## config.mk

```make
export PLATFORM = sky130hd
export DESIGN_NAME = smallest_prime_factor_sieve
export DESIGN_NICKNAME = d
export VERILOG_FILES = /design/src/hw/rtl/sps_pkg.sv /design/src/hw/rtl/sps_ctrl.sv /design/src/hw/rtl/sps_dpath.sv /design/src/hw/rtl/smallest_prime_factor_sieve.sv
export VERILOG_INCLUDE_DIRS = /design/src /design/src/hw/rtl
export SDC_FILE = /design/constraint.sdc
export NUM_CORES = 1
export LEC_CHECK = 0
export BUFFER_PORTS_ARGS = -buffer_cell sky130_fd_sc_hd__buf_4
export CAP_MARGIN = 10
export CORE_MARGIN = 5
export CORE_UTILIZATION = 55
export DETAILED_ROUTE_END_ITERATION = 16
export HOLD_SLACK_MARGIN = 0.1
export PLACE_DENSITY_LB_ADDON = 0.15
export SYNTH_ARGS = -nofsm -noshare
export SYNTH_HDL_FRONTEND = slang
export SYNTH_HIERARCHICAL = 1
export SYNTH_SLANG_ARGS = --single-unit
export TNS_END_PERCENT = 30
```

## constraint.sdc

```tcl
create_clock -name clk -period 9.43 [get_ports clk]
set_input_delay 2.3575 -clock clk [delete_from_list [all_inputs] [get_ports clk]]
set_output_delay 2.3575 -clock clk [all_outputs]
set_load 0.05 [all_outputs]
```

## src/hw/rtl/smallest_prime_factor_sieve_macros.svh

```systemverilog
// ----------------------------------------------------------------------------
// Assertion macros for the smallest prime factor unit
// Shared concurrent-check forms, clocked on clk and disabled during reset.
// ----------------------------------------------------------------------------
`ifndef SMALLEST_PRIME_FACTOR_SIEVE_MACROS_SVH
`define SMALLEST_PRIME_FACTOR_SIEVE_MACROS_SVH

// same-cycle implication
`define SPS_ASSERT_NOW(lbl, ante, cons, msg) \
  lbl: assert property (@(posedge clk) disable iff (!rst_n) (ante) |-> (cons)) \
    else $error(msg);

// next-cycle implication
`define SPS_ASSERT_NEXT(lbl, ante, cons, msg) \
  lbl: assert property (@(posedge clk) disable iff (!rst_n) (ante) |=> (cons)) \
    else $error(msg);

`endif

```

## src/hw/rtl/sps_pkg.sv

```systemverilog
// ----------------------------------------------------------------------------
// sps_pkg
// Widths, result kinds and controller/datapath interface types.
// ----------------------------------------------------------------------------
package sps_pkg;

  localparam int NumW   = 15;
  localparam int DivW   = 8;   // trial divisor, never above 183
  localparam int StepW  = 3;   // eight two-bit division steps
  localparam int DvdW   = 16;  // number padded to whole bit pairs

  // result kinds selected by the controller
  localparam logic [1:0] RES_SMALL = 2'd0;  // number is 0 or 1
  localparam logic [1:0] RES_SELF  = 2'd1;  // no divisor up to sqrt: prime
  localparam logic [1:0] RES_DIV   = 2'd2;  // trial divisor divides

  typedef struct packed {
    logic       load;      // capture request number, divisor = 2
    logic       start;     // clear remainder, load dividend
    logic       step;      // two restoring division steps
    logic       d_next;    // advance trial divisor
    logic       set_res;   // latch result of res_kind
    logic [1:0] res_kind;
    logic       publish;   // move result into output register
  } cmd_t;

  typedef struct packed {
    logic n_small;   // number below 2
    logic sq_gt;     // divisor squared exceeds number
    logic rem_zero;  // remainder is zero
    logic div_last;  // final division step this cycle
  } sts_t;

endpackage

```

## src/hw/rtl/sps_ctrl.sv

```systemverilog
// ----------------------------------------------------------------------------
// sps_ctrl
// Sequencer for trial division: square test, division, result hand-off.
// ----------------------------------------------------------------------------
module sps_ctrl (
  input  logic          clk,
  input  logic          rst_n,
  input  logic          in_tvalid,
  output logic          in_tready,
  output logic          out_tvalid,
  input  logic          out_tready,
  input  sps_pkg::sts_t sts,
  output sps_pkg::cmd_t cmd
);
  import sps_pkg::*;

  localparam logic [2:0] ST_IDLE  = 3'd0;
  localparam logic [2:0] ST_CHECK = 3'd1;
  localparam logic [2:0] ST_DIV   = 3'd2;
  localparam logic [2:0] ST_TEST  = 3'd3;
  localparam logic [2:0] ST_FIN   = 3'd4;

  logic [2:0] state_r, state_nxt;
  logic       out_valid_r, out_valid_nxt;
  logic       can_pub;

  assign in_tready  = (state_r == ST_IDLE);
  assign out_tvalid = out_valid_r;
  assign can_pub    = !out_valid_r || out_tready;

  // next state and commands
  always_comb begin
    state_nxt = state_r;
    cmd       = '0;
    unique case (state_r)
      ST_IDLE: begin
        if (in_tvalid) begin
          cmd.load  = 1'b1;
          state_nxt = ST_CHECK;
        end
      end
      ST_CHECK: begin
        if (sts.n_small) begin
          cmd.set_res  = 1'b1;
          cmd.res_kind = RES_SMALL;
          state_nxt    = ST_FIN;
        end else if (sts.sq_gt) begin
          cmd.set_res  = 1'b1;
          cmd.res_kind = RES_SELF;
          state_nxt    = ST_FIN;
        end else begin
          cmd.start = 1'b1;
          state_nxt = ST_DIV;
        end
      end
      ST_DIV: begin
        cmd.step = 1'b1;
        if (sts.div_last) state_nxt = ST_TEST;
      end
      ST_TEST: begin
        if (sts.rem_zero) begin
          cmd.set_res  = 1'b1;
          cmd.res_kind = RES_DIV;
          state_nxt    = ST_FIN;
        end else begin
          cmd.d_next = 1'b1;
          state_nxt  = ST_CHECK;
        end
      end
      ST_FIN: begin
        if (can_pub) begin
          cmd.publish = 1'b1;
          state_nxt   = ST_IDLE;
        end
      end
      default: state_nxt = ST_IDLE;
    endcase
  end

  // output valid flag
  always_comb begin
    out_valid_nxt = out_valid_r;
    if (cmd.publish) out_valid_nxt = 1'b1;
    else if (out_tready) out_valid_nxt = 1'b0;
  end

  always_ff @(posedge clk) begin
    if (!rst_n) begin
      state_r     <= ST_IDLE;
      out_valid_r <= 1'b0;
    end else begin
      state_r     <= state_nxt;
      out_valid_r <= out_valid_nxt;
    end
  end

endmodule

```

## src/hw/rtl/sps_dpath.sv

```systemverilog
// ----------------------------------------------------------------------------
// sps_dpath
// Number, trial divisor, radix-4 restoring remainder unit and result regs.
// ----------------------------------------------------------------------------
module sps_dpath (
  input  logic                      clk,
  input  logic                      rst_n,
  input  logic [sps_pkg::NumW-1:0]  number,
  input  sps_pkg::cmd_t             cmd,
  output sps_pkg::sts_t             sts,
  output logic [sps_pkg::NumW-1:0]  out_factor,
  output logic                      out_prime
);
  import sps_pkg::*;

  logic [NumW-1:0]  num_r;
  logic [DivW-1:0]  d_r;
  logic [DivW-1:0]  rem_r, rem_nxt;
  logic [DvdW-1:0]  dvd_r;
  logic [StepW-1:0] cnt_r;
  logic [NumW-1:0]  res_factor_r, out_factor_r;
  logic             res_prime_r, out_prime_r;
  logic [2*DivW-1:0] d_sq;
  logic [DivW:0]    r1, r2;
  logic [DivW-1:0]  r1c;

  // square test
  assign d_sq = d_r * d_r;

  assign sts.n_small  = (num_r < NumW'(2));
  assign sts.sq_gt    = (d_sq > {1'b0, num_r});
  assign sts.rem_zero = (rem_r == '0);
  assign sts.div_last = (cnt_r == '1);

  // two restoring steps per cycle
  always_comb begin
    r1 = {rem_r, dvd_r[DvdW-1]};
    if (r1 >= {1'b0, d_r}) r1 = r1 - {1'b0, d_r};
    r1c = r1[DivW-1:0];
    r2 = {r1c, dvd_r[DvdW-2]};
    if (r2 >= {1'b0, d_r}) r2 = r2 - {1'b0, d_r};
    rem_nxt = r2[DivW-1:0];
  end

  always_ff @(posedge clk) begin
    if (cmd.load) begin
      num_r <= number;
      d_r   <= DivW'(2);
    end else if (cmd.d_next) begin
      d_r <= (d_r == DivW'(2)) ? DivW'(3) : d_r + DivW'(2);
    end
    if (cmd.start) begin
      rem_r <= '0;
      dvd_r <= {1'b0, num_r};
    end else if (cmd.step) begin
      rem_r <= rem_nxt;
      dvd_r <= {dvd_r[DvdW-3:0], 2'b00};
    end
    // result selection
    if (cmd.set_res) begin
      case (cmd.res_kind)
        RES_SMALL: begin
          res_factor_r <= (num_r == '0) ? NumW'(2) : '0;
          res_prime_r  <= 1'b0;
        end
        RES_SELF: begin
          res_factor_r <= num_r;
          res_prime_r  <= 1'b1;
        end
        default: begin
          res_factor_r <= NumW'(d_r);
          res_prime_r  <= 1'b0;
        end
      endcase
    end
    if (cmd.publish) begin
      out_factor_r <= res_factor_r;
      out_prime_r  <= res_prime_r;
    end
  end

  // step counter
  always_ff @(posedge clk) begin
    if (!rst_n) cnt_r <= '0;
    else if (cmd.start) cnt_r <= '0;
    else if (cmd.step) cnt_r <= cnt_r + StepW'(1);
  end

  assign out_factor = out_factor_r;
  assign out_prime  = out_prime_r;

endmodule

```

## src/hw/rtl/smallest_prime_factor_sieve.sv

```systemverilog
// ----------------------------------------------------------------------------
// smallest_prime_factor_sieve
// Smallest prime factor and primality of a 15-bit number.
// ----------------------------------------------------------------------------
// One request at a time. The number is trial-divided by 2 and then by odd
// divisors until one divides it or the divisor's square exceeds it; the first
// divisor that divides is the smallest prime factor, and if none does the
// number itself is prime. Each trial is a square test, a pass of the
// two-bit-per-cycle remainder unit over the number and a remainder test.
// Numbers 0 and 1 skip the trials; the longest request is 32761 (181
// squared). A finished result waits while the previous one is still held
// and out_tready is low. Number 1 gives factor 0, number 0 gives factor 2;
// neither is flagged prime.
module smallest_prime_factor_sieve (
  input  logic        clk,
  input  logic        rst_n,
  input  logic        in_tvalid,
  output logic        in_tready,
  input  logic [15:0] in_tdata,   // [14:0] number
  output logic        out_tvalid,
  input  logic        out_tready,
  output logic [15:0] out_tdata,  // [14:0] smallest_factor
  output logic        out_tuser   // [0] is_prime
);
  import sps_pkg::*;

  `include "smallest_prime_factor_sieve_macros.svh"

  cmd_t            cmd;
  sts_t            sts;
  logic [NumW-1:0] factor;
  logic            prime;

  sps_ctrl u_ctrl (
    .clk        (clk),
    .rst_n      (rst_n),
    .in_tvalid  (in_tvalid),
    .in_tready  (in_tready),
    .out_tvalid (out_tvalid),
    .out_tready (out_tready),
    .sts        (sts),
    .cmd        (cmd)
  );

  sps_dpath u_dpath (
    .clk        (clk),
    .rst_n      (rst_n),
    .number     (in_tdata[NumW-1:0]),
    .cmd        (cmd),
    .sts        (sts),
    .out_factor (factor),
    .out_prime  (prime)
  );

  assign out_tdata = {1'b0, factor};
  assign out_tuser = prime;

  // checks
  `SPS_ASSERT_NEXT(a_busy_after_req, in_tvalid && in_tready, !in_tready, "ready after request")
  `SPS_ASSERT_NOW(a_prime_ge2, out_tvalid && out_tuser, out_tdata[14:0] >= 15'd2, "prime below 2")
  `SPS_ASSERT_NOW(a_even_prime, out_tvalid && out_tuser && !out_tdata[0], out_tdata[14:0] == 15'd2, "even prime not 2")
  `SPS_ASSERT_NOW(a_one_cmd, cmd.step, !cmd.start && !cmd.set_res && !cmd.publish, "command overlap")

endmodule

```

==> metrics.md, run 1 <==
| Metric | Value |
|---|---|
| # rows | 38 |
| Post-Syn Area per Cell | slightly above 10 um^2 |
| Die Height | about 120 um |
| CP Launch Type | flop |
| Final core occ | a little over three fifths |
| Dominant cell type by area after synthesis | edfxtp_1 |
| Worst r2r src | u_dpath/d_r[6]$_SDFFE_PP0P_ |
| Top FF cell, synth | edfxtp_1 |
| Die area | roughly 0.014 mm^2 |
| Reg-to-reg slack, setup | ~1.2 ns |
| Maxcap violations | 0 |
| Total negative slack | 0 ns |
| # diodes | 0 |
| CP peak stage delay | ~0.55 ns |
| CTS tree | built |
| Critical Path AT | roughly 8.2 ns |
| RSZ-0062 raised after global routing | false |
| Proportion of netlist area held by the largest area contributor | between 20% and 30% |
| Final setup viols | 0 |
| Synth Cell Area | about 0.0062 mm^2 |
| Crit path kind | flop to flop |
| Sw Ratio | between 40% and 50% |
| CP endpoint | u_dpath/dvd_r[5]$_DFFE_PP_ |
| Core Box Area | roughly 0.011 mm^2 |
| PD cells | 227 mW/mm^2 |
| Fin crit share | just under 90% |
| Cell breakdown of the critical path | clkinv_1 > nor2_1 > fa_1 > fa_1 > inv_1 > fa_1 > fa_1 > inv_1 > ha_1 > or3_1 > o21ai_0 > a21oi_1 > a211oi_1 > xnor2_1 > ha_1 > a21o_1 > a21oi_1 > o21ai_0 > or4_1 > a311oi_1 > mux2i_1 > nor4_2 > buf_4 > or2_2 |
| Sw Pwr | approximately 0.00064 W |
| Crit Reg-Reg Endpoint | u_dpath/dvd_r[5]$_DFFE_PP_ |
| Clock share of power | between 20% and 30% |
| Endpoints failing hold | 0 |
| Design Power | 0.00157 W |
| Area grow syn2layout | 11.2% |
| DR WL/cell | 16.4 um |
| Req. time, crit path | about 9.4 ns |
| GRT Util Overall | between 20% and 30% |
| Worst hold path type | flop to flop |
| Post-CTS Hold Buffers | 0 |
| Cell count after synthesis | between 600 and 700 |
| Status | complete, no violations |
| Worst Clk Skew | 0.00919 ns |
| Worst setup path startpoint | u_dpath/d_r[6]$_SDFFE_PP0P_ |
| Share of cells above drive strength 1 | roughly 14% |
| Dpl hpwl | around 10,000 um |
| Die X | 116 um |
| Antenna Nets Post-Route | 0 |
| Internal power | between 0.0009 and 0.001 W |
| Slowest-stage cell, CP | dfxtp_1 |
| Critical path endpoint category | flop |
| Pre-antenna DRT Iters | 5 |
| Global placement routability congestion | slightly above 0.8 |
| Sequential Power Share | roughly 31% |
| Clock tree root driver cell | clkbuf_16 |
| Clock slew at reported path FFs | around 0.06 ns |
| Number of global-route vias before repair | roughly 4,400 |
| Levels on crit path | 24 |
| Initial core utilization | 56.7% |
| Clk Latency, worst-skew pair | around 0.34 ns |
| Worst Tran Pin Value | 1.10 ns |
| R2R cell count | 24 |
| CTS Buf Count | 9 |
| Final #Nets | about 760 |
| Hold Worst Slack | between 0.4 and 0.5 ns |
| Vias per inst | 5.61 |
| Pin count of the biggest net entering global routing | 29 |
| Maximum clock frequency | between 100 and 150 MHz |
| Initial antenna violation count | 0 |
| Family with the most delay on the worst path | adder cells |
| First-pass GRT wire length | ~21,000 um |
| Synth area leaders | edfxtp_1, ha_1, fa_1 |
| CP bufs+invs | 4 |
| Top cells by count, synth | inv_1, ha_1, edfxtp_1 |
| CTS sink count | 86 |
| Crit Path Max Fanout | 28 |
| Hold Path Cell Cnt | 0 |
| Min cycle time layout | 8.19 ns |
| Postcts setup bufs | 0 |
| Grt total ovfl | 0 |
| Clk buf depth | 2 |
| Post-synthesis sequential area ratio | between 30% and 40% |
| Htree depth | 3 |
| Max transition margin | a little over a quarter |
| Most common cell in the netlist | inv_1 |
| Cell variety after synth | 62 |
| Synth Register Bits | 86 |
| Post-synth EDFFs | between 60 and 70 |
| Warnings, synthesis | 6 |
| Total nets after synthesis | between 700 and 800 |
| DRT iter0 DRCs | around 230 |
| Ys async rst share | 0% |
| Remaining DRCs | 0 |
| Port bufs | 36 |
| Slew Limit Fails | 0 |
| P_leak | between 2 and 3 nW |
| Num ports | 39 |
| Most used cell, CP | fa_1 |
| WL final | about 13,000 um |
| Max IR drop VDD | between 0.00015 and 0.0002 V |
| Post-cts resize count | 0 |
| Combinational share of power | 47.9% |
| Vias | 4,441 |
metrics by stage:
| stage | area [um^2] | instances | setup slack [ns] |
|---|---|---|---|
| 2_1_floorplan | 6230 | 613 | 1.97 |
| 3_3_place_gp | 6640 | 775 | 1.43 |
| 3_5_place_dp | 6640 | 775 | 1.31 |
| 4_1_cts | 6920 | 791 | 1.28 |
| 5_1_grt | 6930 | 792 | 0.777 |
| 6_report | 6930 | 792 | 1.24 |
metal layers:
layer	share of wire (%)	routed length, um	vias to the layer above	track usage (%)
met5	0	0	-	0
met4	0.97	126	0	6.26
met3	4.7	611	11	3.26
met2	47	6130	95	33.6
met1	47	6120	2138	28.3
li1	-	-	2197	-
cells in the final DEF (no fill, tap or decap), types with 9 or more instances in the layout:
cell type,count
o21ai_0,21
a21oi_1,23
and2_1,12
xnor2_1,27
fa_1,27
nor2_1,59
nor2b_1,11
edfxtp_1,62
dfxtp_1,24
buf_4,41
nand2_1,39
ha_1,63
nand3_1,10
o21a_1,9
clkbuf_16,9
inv_1,74
mux2_2,16
cell families after synthesis:
kind of cell	after synthesis	synth area share (%)
buffers and inverters	99	6.36
DFF	86	37.6
xor gates and xnor gates	31	4.36
adders and majority gates	90	21.3
AOI/OAI and AO/OA	98	11.4
and+or+nand+nor	185	14.9
muxes	23	4.02
other	1	0.0602
worst reg2reg max path: cells and delay by family (launching register included):
family	cells	cell delay, ns
mux	1	0.22
fa+ha+maj	6	2.69
buf+inv	4	0.97
xor+xnor	1	0.18
simple gates	5	1.97
flops	1	0.55
compound gates	7	1.25
power groups by stage:
stage	Sequential, W	Combinational [W]	Clock (W)
2_1_floorplan	0.000481	0.000617	0
3_3_place_gp	0.000494	0.000714	0
3_5_place_dp	0.000496	0.000739	0
4_1_cts	0.000488	0.000743	0.000338
5_1_grt	0.000493	0.000843	0.000355
6_report	0.000487	0.000754	0.000332
area by class of cell:
class	instances	area, um^2
Clock buffer	9	225
Clock inverter	7	55.1
Fill cell	874	4060
Inverter	81	304
Multi-Input combinational cell	428	3520
Sequential cell	86	2340
Tap cell	140	175
Timing Repair Buffer	41	308
worst min-delay path by stage:
stage / to / from / slack (ns)
finish: u_dpath/out_factor[3]$_DFFE_PP_ / u_dpath/res_factor_r[3]$_DFFE_PP_ / 0.42
global route: u_dpath/out_prime$_DFFE_PP_ / u_dpath/res_prime_r$_DFFE_PP_ / 0.43
CTS: u_dpath/out_factor[3]$_DFFE_PP_ / u_dpath/res_factor_r[3]$_DFFE_PP_ / 0.42
detailed placement: u_dpath/out_factor[11]$_DFFE_PP_ / u_dpath/res_factor_r[11]$_DFFE_PP_ / 0.40
global placement: u_dpath/out_factor[8]$_DFFE_PP_ / u_dpath/res_factor_r[8]$_DFFE_PP_ / 0.40
floorplan: u_dpath/out_factor[0]$_DFFE_PP_ / u_dpath/res_factor_r[0]$_DFFE_PP_ / 0.40
registers in the layout, indices dropped and copies added, names as in the netlist:
signal,cells
u_ctrl/out_tvalid,1
u_ctrl/state_r,3
u_dpath/cnt_r,3
u_dpath/d_r,8
u_dpath/dvd_r,16
u_dpath/num_r,15
u_dpath/out_factor,15
u_dpath/out_prime,1
u_dpath/rem_r,8
u_dpath/res_factor_r,15
u_dpath/res_prime_r,1
(Power assumes the default switching activity.)
==> run 2: changes to the inputs <==
==> constraint.sdc (replaced) <==
create_clock -name clk -period 8.8 [get_ports clk]
set_input_delay 0 -clock clk [delete_from_list [all_inputs] [get_ports clk]]
set_output_delay 0 -clock clk [all_outputs]
set_load 0.1 [all_outputs]
==> metrics.md, run 2 (same netlist as run 1, synthesis figures left out) <==
| Metric | Value |
|---|---|
| Clock tree root driver cell | clkbuf_16 |
| Critical Path AT | 7.68 ns (-0.51 ns) |
| Number of global-route vias before repair | 4,705 (+7.3%) |
| Port bufs | 36 (unchanged) |
| Min cycle time layout | 7.68 ns (-0.507 ns) |
| Req. time, crit path | 8.80 ns (-0.63 ns) |
| Crit path kind | flop to flop |
| Status | complete, no violations |
| Htree depth | 3 (unchanged) |
| CTS tree | built |
| Area grow syn2layout | 14.4% |
| Largest Register | u_dpath/dvd_r |
| Core Box Area | 0.0110 mm^2 (unchanged) |
| Die area | 0.0136 mm^2 (unchanged) |
| Worst Clk Skew | 0.00802 ns (-0.00116 ns) |
| Num ports | 39 (unchanged) |
| Postcts setup bufs | 0 (unchanged) |
| Placed Cells | 778 (+0.39%) |
| Fin crit share | 87.3% (+0.45 points) |
| # rows | 38 (unchanged) |
| Dpl hpwl | 10,100 um (+0.32%) |
| Hold Path Origin | out_tready |
| Grt total ovfl | 0 (unchanged) |
| PD cells | 238 mW/mm^2 (+4.9%) |
| RSZ-0062 raised after global routing | false |
| Die Height | 116 um (unchanged) |
| Setup WS pre-CTS | 1.10 ns (-0.207 ns) |
| Maxcap violations | 0 (unchanged) |
| Leading cell type in the layout, fill and taps excluded | inv_1 |
| P_leak | 3.07 nW (+3.0%) |
| GRT Util Overall | 21.5% (+0.93 points) |
| Max transition margin | 27.1% (+0.34 points) |
| Worst hold path type | primary input to flop |
| Clk Latency, worst-skew pair | 0.34 ns (about the same) |
| Post-cts resize count | 0 (unchanged) |
| # diodes | 0 (unchanged) |
| PnR worst setup slack | 1.12 ns (-0.123 ns) |
| Worst r2r src | u_dpath/d_r[2]$_SDFFE_PP0P_ |
| Remaining DRCs | 0 (unchanged) |
| Pre-antenna DRT Iters | 5 (unchanged) |
| Clock slew at reported path FFs | 0.06 ns (about the same) |
| Initial antenna violation count | 0 (unchanged) |
| Maximum clock frequency | 130 MHz (+6.6%) |
| Number of flip-flops in the largest register | 16 (unchanged) |
| Routing usage on met1 | 29.1% (+0.88 points) |
| Critical path endpoint category | flop |
| Max IR drop VDD | 0.000207 V (+38%) |
| Worst Tran Pin Value | 1.09 ns (-0.00512 ns) |
| Die X | 116 um (unchanged) |
| CTS Buf Count | 9 (unchanged) |
| Clk buf depth | 2 (unchanged) |
| First-pass GRT wire length | 22,600 um (+5.4%) |
| Vias per inst | 5.59 (-0.28%) |
| Final core occ | 64.9% (+1.8 points) |
| WL final | 13,300 um (+2.1%) |
| Pin count of the biggest net entering global routing | 19 (-34%) |
| DRT iter0 DRCs | 245 (+7.5%) |
| Worst setup path startpoint | u_dpath/d_r[2]$_SDFFE_PP0P_ |
| Final setup viols | 0 (unchanged) |
| DR WL/cell | 16.3 um (-0.53%) |
| CTS sink count | 86 (unchanged) |
| Total negative slack | 0 ns (unchanged) |
| Crit Path Max Fanout | 17 (-39%) |
| Post-CTS Hold Buffers | 18 (+18) |
| Final #Nets | 778 (+2.8%) |
| GR Layer Usage met3 | 3.58% (+0.31 points) |
| Endpoints failing hold | 0 (unchanged) |
| Layout Cells excl Fill | 813 (+2.7%) |
| Global placement routability congestion | 0.868 (+4.9%) |
| CP Launch Type | flop |
| Commonest cells after routing, fill and taps aside | inv_1, ha_1, edfxtp_1, nor2_1, buf_4 |
| Slew Limit Fails | 0 (unchanged) |
| Vias | 4,546 (+2.4%) |
| Gr busiest metal | met2 |
| Initial core utilization | 56.7% (unchanged) |
| Antenna Nets Post-Route | 0 (unchanged) |
| Met2 usage | 35.1% (+1.5 points) |
| Share of cells above drive strength 1 | 13.7% (-0.13 points) |
-- run 2: worst paths after layout --
kind	to	slack (ns)	depth (start not counted)
hold / removal	u_ctrl/state_r[2]$_SDFFE_PN0P_	0.15	4
hold reg to reg	u_dpath/out_factor[5]$_DFFE_PP_	0.42	0
setup / recovery	u_dpath/dvd_r[8]$_DFFE_PP_	1.12	24
setup reg to reg	u_dpath/dvd_r[8]$_DFFE_PP_	1.12	24
-- run 2: power by group --
part / leakage [nW] / total [W] / switching [W] / internal (W)
logic: 2.19 / 0.000818 / 0.000496 / 0.000323
registers: 0.744 / 0.000529 / 0.0000454 / 0.000484
clock network: 0.137 / 0.000351 / 0.000151 / 0.000201
total: 3.07 / 0.00170 / 0.000692 / 0.00101
-- run 2: layout make-up --
| type | instances | area, um^2 |
|---|---|---|
| fillers | 889 | 3850 |
| multi-input cells | 428 | 3520 |
| flip-flops and latches | 86 | 2340 |
| repair buffers | 62 | 510 |
| inverters | 81 | 304 |
| clock buffers | 12 | 246 |
| well taps | 140 | 175 |
| clock inverters | 4 | 31.3 |
-- run 2: layer usage --
layer,share of wire (%),up-vias
met4,1.6,0
met2,48,110
li1,-,2236
met5,0,-
met3,6.3,17
met1,45,2183
-- run 2: through the flow --
stage | hold slack, ns | total power, W | instance area [um^2]
finish | 0.151 | 0.00170 | 7130
global route | 0.153 | 0.00182 | 7130
CTS | 0.136 | 0.00170 | 7120
detailed placement | 0.180 | 0.00134 | 6660
global placement | 0.178 | 0.00132 | 6660
floorplan | 0.0989 | 0.00118 | 6230
-- run 2: worst max-delay path, cell delays in order (launching register included) --
cell and delay (ns):
dfxtp_1 0.52, inv_1 0.24, nor2_1 0.32, fa_1 0.50
fa_1 0.55, inv_1 0.05, fa_1 0.50, fa_1 0.55
inv_1 0.05, ha_1 0.34, or3_1 0.31, o21ai_0 0.07
a21oi_1 0.08, a211oi_1 0.37, xnor2_1 0.21, ha_1 0.29
a21o_1 0.16, a21oi_1 0.12, o21ai_0 0.15, or4_1 0.52
a311oi_1 0.27, mux2i_1 0.21, nor4_2 0.30, buf_4 0.29
or2_2 0.37
==> run 3: changes to the inputs <==
--- a/config.mk
+++ b/config.mk
@@ -9,7 +9,7 @@
 export BUFFER_PORTS_ARGS = -buffer_cell sky130_fd_sc_hd__buf_4
 export CAP_MARGIN = 10
 export CORE_MARGIN = 5
-export CORE_UTILIZATION = 55
+export CORE_UTILIZATION = 50
 export DETAILED_ROUTE_END_ITERATION = 16
 export HOLD_SLACK_MARGIN = 0.1
 export PLACE_DENSITY_LB_ADDON = 0.15
==> metrics.md, run 3 (same netlist as run 1, synthesis figures left out) <==
| Metric | Value |
|---|---|
| Fin crit share | 86.1% (-1.1 points) |
| Die X | 122 um (+4.5%) |
| Initial core utilization | 51.5% (-5.3 points) |
| Dpl hpwl | 10,400 um (+2.3%) |
| Critical Path AT | 7.59 ns (-0.09 ns) |
| Maximum clock frequency | 132 MHz (+1.3%) |
| Status | complete, no violations |
| Clk Latency, worst-skew pair | 0.35 ns (about the same) |
| Clock tree root driver cell | clkbuf_16 |
| # diodes | 0 (unchanged) |
| Placed Cells | 808 (+3.9%) |
| Worst Tran Pin Value | 0.830 ns (-0.264 ns) |
| Worst hold path type | primary input to flop |
| Max IR drop VDD | 0.000152 V (-26%) |
| Share of cells above drive strength 1 | 13.9% (+0.28 points) |
| Number of flip-flops in the largest register | 16 (unchanged) |
| R2R cell count | 24 (unchanged) |
| Htree depth | 3 (unchanged) |
| Post-cts resize count | 0 (unchanged) |
| Area grow syn2layout | 15.9% |
| Layout Cells excl Fill | 842 (+3.6%) |
| Antenna Nets Post-Route | 0 (unchanged) |
| Clk buf depth | 2 (unchanged) |
| Cell area after placement | 0.00671 mm^2 (+0.75%) |
| # rows | 40 (+5.3%) |
| CP Launch Type | flop |
| Vias per inst | 5.52 (-1.2%) |
| Commonest cells after routing, fill and taps aside | inv_1, ha_1, edfxtp_1, nor2_1, buf_4 |
| Critical path endpoint category | flop |
| First-pass GRT wire length | 22,500 um (-0.58%) |
| Maxcap violations | 0 (unchanged) |
| Final design instance area without fill | 0.00722 mm^2 (+1.4%) |
| Crit path kind | flop to flop |
| Number of global-route vias before repair | 4,577 (-2.7%) |
| Port bufs | 36 (unchanged) |
| Endpoints failing hold | 0 (unchanged) |
| Leading cell type in the layout, fill and taps excluded | inv_1 |
| Largest Register | u_dpath/dvd_r |
| CTS sink count | 86 (unchanged) |
| Num ports | 39 (unchanged) |
| Req. time, crit path | 8.81 ns (about the same) |
| Core Box Area | 0.0121 mm^2 (+10%) |
| Crit Path Max Fanout | 17 (unchanged) |
| Global placement routability congestion | 0.868 (about the same) |
| PD cells | 247 mW/mm^2 (+3.5%) |
| Max transition margin | 44.7% (+18 points) |
| Slew Limit Fails | 0 (unchanged) |
| Remaining DRCs | 0 (unchanged) |
| Final setup viols | 0 (unchanged) |
| Clock slew at reported path FFs | 0.07 ns (about the same) |
| Vias | 4,651 (+2.3%) |
| Worst Clk Skew | 0.00522 ns (-0.00280 ns) |
| WL final | 13,800 um (+4.1%) |
| Filler instances | 1,055 (+19%) |
| Initial antenna violation count | 0 (unchanged) |
| CTS Buf Count | 9 (unchanged) |
| Min cycle time layout | 7.58 ns (-0.0980 ns) |
| DR WL/cell | 16.4 um (+0.48%) |
| GRT Util Overall | 19.3% (-2.1 points) |
| Die area | 0.0148 mm^2 (+9.1%) |
| RSZ-0062 raised after global routing | false |
| DRT iter0 DRCs | 335 (+37%) |
| Final #Nets | 779 (+0.13%) |
| Total negative slack | 0 ns (unchanged) |
| Pin count of the biggest net entering global routing | 19 (unchanged) |
| Die Height | 122 um (+4.5%) |
| CTS tree | built |
| Hold Path Cell Cnt | 2 (-2) |
| Pre-antenna DRT Iters | 5 (unchanged) |
| Grt total ovfl | 0 (unchanged) |
| P_leak | 3.09 nW (+0.86%) |
==> run 3: critical path, stage by stage, from the launching register on <==
cell	delay, ns
dfxtp_1	0.57
inv_1	0.24
nor2_1	0.29
fa_1	0.49
fa_1	0.55
inv_1	0.06
fa_1	0.50
fa_1	0.56
inv_1	0.05
ha_1	0.33
or3_1	0.32
o21ai_0	0.08
a21oi_1	0.08
a211oi_1	0.32
xnor2_1	0.17
ha_1	0.27
a21o_1	0.16
a21oi_1	0.13
o21ai_0	0.12
or4_1	0.52
a311oi_1	0.28
mux2i_1	0.21
nor4_2	0.29
buf_4	0.29
or2_2	0.38
==> run 3: final cells by class <==
type                       instances  area [um^2]  area share, %
clock buffer                       9          225           3.12
sequential                        86         2340           32.4
tap                              168          210           2.91
clock inverter                     7          106           1.47
multi-input combinational        428         3520           48.7
timing repair buffer              63          518           7.17
inverter                          81          304           4.21
==> run 3: through the flow <==
stage	utilization [%]	power, W	setup slack [ns]	hold WS (ns)
after floorplan	-	0.00118	1.34	0.0989
after global placement	55.4	0.00132	1.24	0.178
after detailed placement	55.4	0.00134	1.17	0.179
after CTS	59.6	0.00177	1.15	0.352
after global routing	59.6	0.00189	0.646	0.363
final	59.6	0.00178	1.22	0.369
==> run 3: metal layers <==
layer / track usage, % / share of wire [%]
met1: 26.8 / 47
met2: 31.7 / 47
met3: 2.97 / 4.9
met4: 5.11 / 1.3
met5: 0 / 0
==> run 3: path summary, 6_finish.rpt <==
check / from / endpoint / slack [ns]
worst min register to register: u_dpath/res_factor_r[7]$_DFFE_PP_ / u_dpath/out_factor[7]$_DFFE_PP_ / 0.42
worst max register to register: u_dpath/d_r[2]$_SDFFE_PP0P_ / u_dpath/dvd_r[13]$_DFFE_PP_ / 1.22
worst max-delay path: u_dpath/d_r[2]$_SDFFE_PP0P_ / u_dpath/dvd_r[13]$_DFFE_PP_ / 1.22
worst min-delay path: in_tdata[14] / u_dpath/num_r[14]$_DFFE_PP_ / 0.37
==> run 3: where the power goes <==
group          leakage [nW]  internal, W  switching [W]  total, W
registers             0.744     0.000483      0.0000457  0.000529
clock network         0.161     0.000253       0.000168  0.000421
logic                  2.19     0.000324       0.000508  0.000832
==> run 3: what timing repair did <==
item / CTS / global route
setup endpoints to repair: 0 / 0
hold buffers: 18 / 0
buffers inserted: 0 / 0
hold endpoints to repair: 22 / 0
